--- config.mk ---
export PLATFORM = sky130hd
export DESIGN_NAME = lqt_cont_mem
export DESIGN_NICKNAME = d
export VERILOG_FILES = /design/src/rtl/lqt_pkg.sv /design/src/rtl/lqt_cont_mem.sv
export SDC_FILE = /design/constraint.sdc
export NUM_CORES = 1
export LEC_CHECK = 0
export ABC_AREA = 1
export BUFFER_PORTS_ARGS = -buffer_cell sky130_fd_sc_hd__buf_2
export CAP_MARGIN = 20
export CORE_MARGIN = 2
export CORE_UTILIZATION = 40
export DETAILED_ROUTE_END_ITERATION = 10
export GPL_TIMING_DRIVEN = 0
export PLACE_DENSITY = 0.65
export SETUP_SLACK_MARGIN = 0.2
export SLEW_MARGIN = 25
export SYNTH_ARGS = -nofsm -noshare
export SYNTH_HDL_FRONTEND = slang
export SYNTH_SLANG_ARGS = --single-unit
--- constraint.sdc ---
create_clock -name clk -period 3.1 [get_ports clk]
set_input_delay 0.62 -clock clk [delete_from_list [all_inputs] [get_ports clk]]
set_output_delay 0.62 -clock clk [all_outputs]
set_load 0.03 [all_outputs]
--- src/rtl/lqt_pkg.sv ---
// Shared types and codes of the link quality table.
package lqt_pkg;

  typedef logic [15:0] addr_t;

  localparam logic [1:0] CMD_INSERT = 2'd0;
  localparam logic [1:0] CMD_QUERY  = 2'd1;
  localparam logic [1:0] CMD_CLEAR  = 2'd2;
  localparam logic [1:0] CMD_RESET  = 2'd3;

  localparam logic [1:0] ST_OK           = 2'd0;
  localparam logic [1:0] ST_NO_CONTAINER = 2'd1;
  localparam logic [1:0] ST_LIST_FULL    = 2'd2;
  localparam logic [1:0] ST_NOT_FOUND    = 2'd3;

  typedef struct packed {
    logic [1:0] command;
    addr_t      container_addr;
    addr_t      neighbour_addr;
    logic [7:0] quality_in;
    logic       neighbour_known;
  } in_item_t;

  typedef struct packed {
    logic [7:0] quality_out;
    logic [5:0] containers_in_use;
    logic [1:0] status;
  } out_item_t;

  typedef struct packed {
    addr_t      neighbour;
    logic [7:0] quality;
  } link_word_t;

  typedef enum logic [1:0] {
    FSM_IDLE,
    FSM_CSCAN,
    FSM_LSCAN
  } fsm_t;

endpackage

--- src/rtl/lqt_cont_mem.sv ---
// Container store: key and link count per container, with per-entry valid bits.
module lqt_cont_mem #(
  parameter int DEPTH = 32,
  parameter int CNT_W = 6
) (
  input  logic                                  clk,
  input  logic                                  rst_n,
  input  logic                                  we,
  input  logic [(DEPTH > 1 ? $clog2(DEPTH) : 1)-1:0] waddr,
  input  lqt_pkg::addr_t                        wkey,
  input  logic [CNT_W-1:0]                      wcount,
  input  logic [(DEPTH > 1 ? $clog2(DEPTH) : 1)-1:0] raddr,
  output lqt_pkg::addr_t                        rkey,
  output logic [CNT_W-1:0]                      rcount
);

  lqt_pkg::addr_t   key_mem [DEPTH];
  logic [CNT_W-1:0] cnt_mem [DEPTH];
  logic [DEPTH-1:0] vld_r;
  logic             rvld_r;
  lqt_pkg::addr_t   rkey_r;
  logic [CNT_W-1:0] rcnt_r;

  always_ff @(posedge clk) begin
    if (we) begin
      key_mem[waddr] <= wkey;
      cnt_mem[waddr] <= wcount;
    end
    rkey_r <= key_mem[raddr];
    rcnt_r <= cnt_mem[raddr];
  end

  always_ff @(posedge clk) begin
    if (!rst_n) begin
      vld_r  <= '0;
      rvld_r <= 1'b0;
    end else begin
      if (we) begin
        vld_r[waddr] <= 1'b1;
      end
      rvld_r <= vld_r[raddr];
    end
  end

  // an entry never written reads as empty
  assign rkey   = rvld_r ? rkey_r : '0;
  assign rcount = rvld_r ? rcnt_r : '0;

endmodule

==> metrics.md <==
| Metric | Value |
|---|---|
| Status | complete, no violations |
| CTS tree | yes |
| Placed cells | 3,703 |
| Fmax | 361 MHz |
| Worst slew pin tran | 1.00 ns |
| H-Tree Level Count | 3 |
| Final setup violation count | 0 |
| Die Ht | 280 um |
| Startpoint class of the critical path | flop |
| Final WL | 93.0 mm |
| Area growth, synth to finish | 16.0% |
| Via Count | 21,139 |
| DRT Pass-1 Iters | 6 |
| Pin count of the biggest net entering global routing | 33 |
| DRC viols | 0 |
| DR iter-0 viols | 2,991 |
| DRT antenna net count | 0 |
| Worst-path clk slew | 0.06 ns |
| Final Hold Vio Count | 0 |
| Max_cap viols | 0 |
| Hold path cells | 3 |
| Synthesized Nets | 2,673 |
| Library cells used by synthesis | 17 |
| Kind of critical path | flop to output pin |
| Via density | 5.51 |
| Mapped Avg Cell Area | 11.5 um2 |
| Port-buffer cells | 55 |
| Worst vdd ir | 0.000481 V |
| Core Area | 0.0757 mm2 |
| Leakage | 13.0 nW |
| Via count of the first global-routing pass | 19,655 |
| CTS Sinks | 759 |
| Clock Tree Root | clkbuf_16 |
| Clk_lat worst skew | 0.63 ns |
| Die Width | 280 um |
| Clk buf depth | 3 |
| Hold slack | 0.375 ns |
| R2R cell count | 7 |
| CP Capture Type | output pin |
| #FFs+latches synth | 759 |
| Tcrit/Tclk final | 0.894 |
| Mapped cell area | 0.0305 mm2 |
| Pins Over Slew Limit | 0 |
| WP data arrival | 2.15 ns |
| Avg WL per Cell | 24.2 um |
| First-pass GRT wire length | 134 mm |
| Post-Layout Cell Count | 3,835 |
| Layout cells sized above 1 | 0.121 |
| GRT overflow | 0 |
| IO Pins | 57 |
| Initial antenna violation count | 3 |
| Critical path required time | 2.48 ns |
| Post-synthesis sequential area ratio | 0.730 |
| PwrDens | 620 mW/mm2 |
| YS warnings | 0 |
| Cells after Synth | 2,638 |
| Setup bufs post-CTS | 0 |
| Total track usage | 0.238 |
| GPL Wtd Cong | 0.957 |
| RSZ-0062 raised after global routing | false |
| HPWL after detailed placement | 61.0 mm |
| Relative slew slack | 0.330 |
| Worst Hold Class | input pin to flop |
| FP Rows | 101 |
| Die area | 0.0784 mm2 |
| Clk_skew | 0.0306 ns |
| Initial Util | 0.402 |
| Peak fanout along the critical path | 10 |
| Tmin final | 2.77 ns |
| Layout Nets | 2,833 |
| Number of CTS-inserted buffers | 71 |
==> synthesized netlist by cell type <==
library cell  count  area share
nand2_1         941        0.12
buf_2            80       0.013
buf_4            18      0.0044
nor3_1           12      0.0020
nor2_1          103       0.013
and2_1           22      0.0045
inv_2             2     0.00025
inv_4             1     0.00021
clkbuf_1         32      0.0039
dfxtp_1          55       0.036
buf_6            23      0.0085
inv_1            43      0.0053
o21ai_0           2     0.00033
nand3_1         593       0.097
o21ai_1           1     0.00016
edfxtp_1        704        0.69
buf_1             6     0.00074
==> cell families after synthesis <==
| family | after synthesis | synth area share |
|---|---|---|
| compound gates | 3 | 0.000493 |
| buf+inv | 205 | 0.0365 |
| flops | 759 | 0.730 |
| simple gates | 1671 | 0.233 |
==> worst paths after layout <==
path                        from    endpoint  slack [ns]
hold reg to reg         vld_r[8]    vld_r[8]        0.48
setup / recovery          rvld_r     rkey[6]        0.33
hold / removal          raddr[4]  rkey_r[15]        0.37
setup reg to reg  key_mem[27][6]   rkey_r[6]        1.59
==> per-layer routing <==
metal | track usage | up-vias | share of wire
li1 | - | 9473 | -
met1 | 0.331 | 10211 | 0.40
met2 | 0.360 | 1254 | 0.44
met3 | 0.0550 | 199 | 0.12
met4 | 0.0998 | 2 | 0.042
met5 | 0 | - | 0.00017
==> per-stage QoR <==
| step | instance area (um2) | power (mW) | util | setup TNS [ns] | setup WS (ns) |
|---|---|---|---|---|---|
| finish | 35300 | 21.9 | 0.467 | 0 | 0.328 |
| global route | 35300 | 22.4 | 0.467 | 0 | 0.209 |
| CTS | 35300 | 21.9 | 0.467 | 0 | 0.321 |
| detailed placement | 33000 | 13.2 | 0.436 | 0 | 0.256 |
| global placement | 32000 | 13.1 | 0.422 | -241.71 | -0.500 |
| floorplan | 30500 | 12.4 | - | 0 | 0.741 |
==> critical path, cell delays in order, from the launching register on <==
cell and delay (ns):
dfxtp_1 0.37, clkbuf_1 0.62, nand2_1 0.20, inv_1 0.12
buf_2 0.20
==> power breakdown <==
| group | leakage [nW] | switching (mW) | internal, mW |
|---|---|---|---|
| registers | 6.79 | 0.0369 | 11.3 |
| logic | 5.05 | 1.25 | 0.395 |
| clock network | 1.16 | 3.81 | 5.09 |
| total | 13.0 | 5.10 | 16.8 |
==> area by class of cell <==
cell class                      count  area, um2
Fill cell                        6528      40400
Sequential cell                   759      22200
Multi-Input combinational cell   1674       7340
Clock buffer                       99       2060
Tap cell                          978       1220
Timing Repair Buffer               87       1060
Buffer                            159        943
Clock inverter                     32        289
Inverter                           46        175
Antenna cell                        1       2.50
==> timing repair <==
item	in CTS	in global routing
setup endpoints to repair	0	1
hold buffers	0	0
resized for setup	0	2
==> cells in the final DEF (no fill, tap or decap), types with 22 or more instances in the layout <==
cell type | netlist | layout
nor2_4 | 0 | 32
edfxtp_1 | 704 | 704
clkbuf_16 | 0 | 78
nand3_1 | 593 | 593
nor2_1 | 103 | 71
inv_1 | 43 | 43
nand2_1 | 941 | 941
and2_1 | 22 | 22
clkbuf_1 | 32 | 49
buf_6 | 23 | 23
buf_2 | 80 | 135
dfxtp_1 | 55 | 55
==> sequential cells by signal (all words and copies together), names as in the netlist <==
signal   count
key_mem    512
rkey_r      16
cnt_mem    192
rvld_r       1
vld_r       32
rcnt_r       6
No activity file was read; power rests on OpenSTA's default activity.
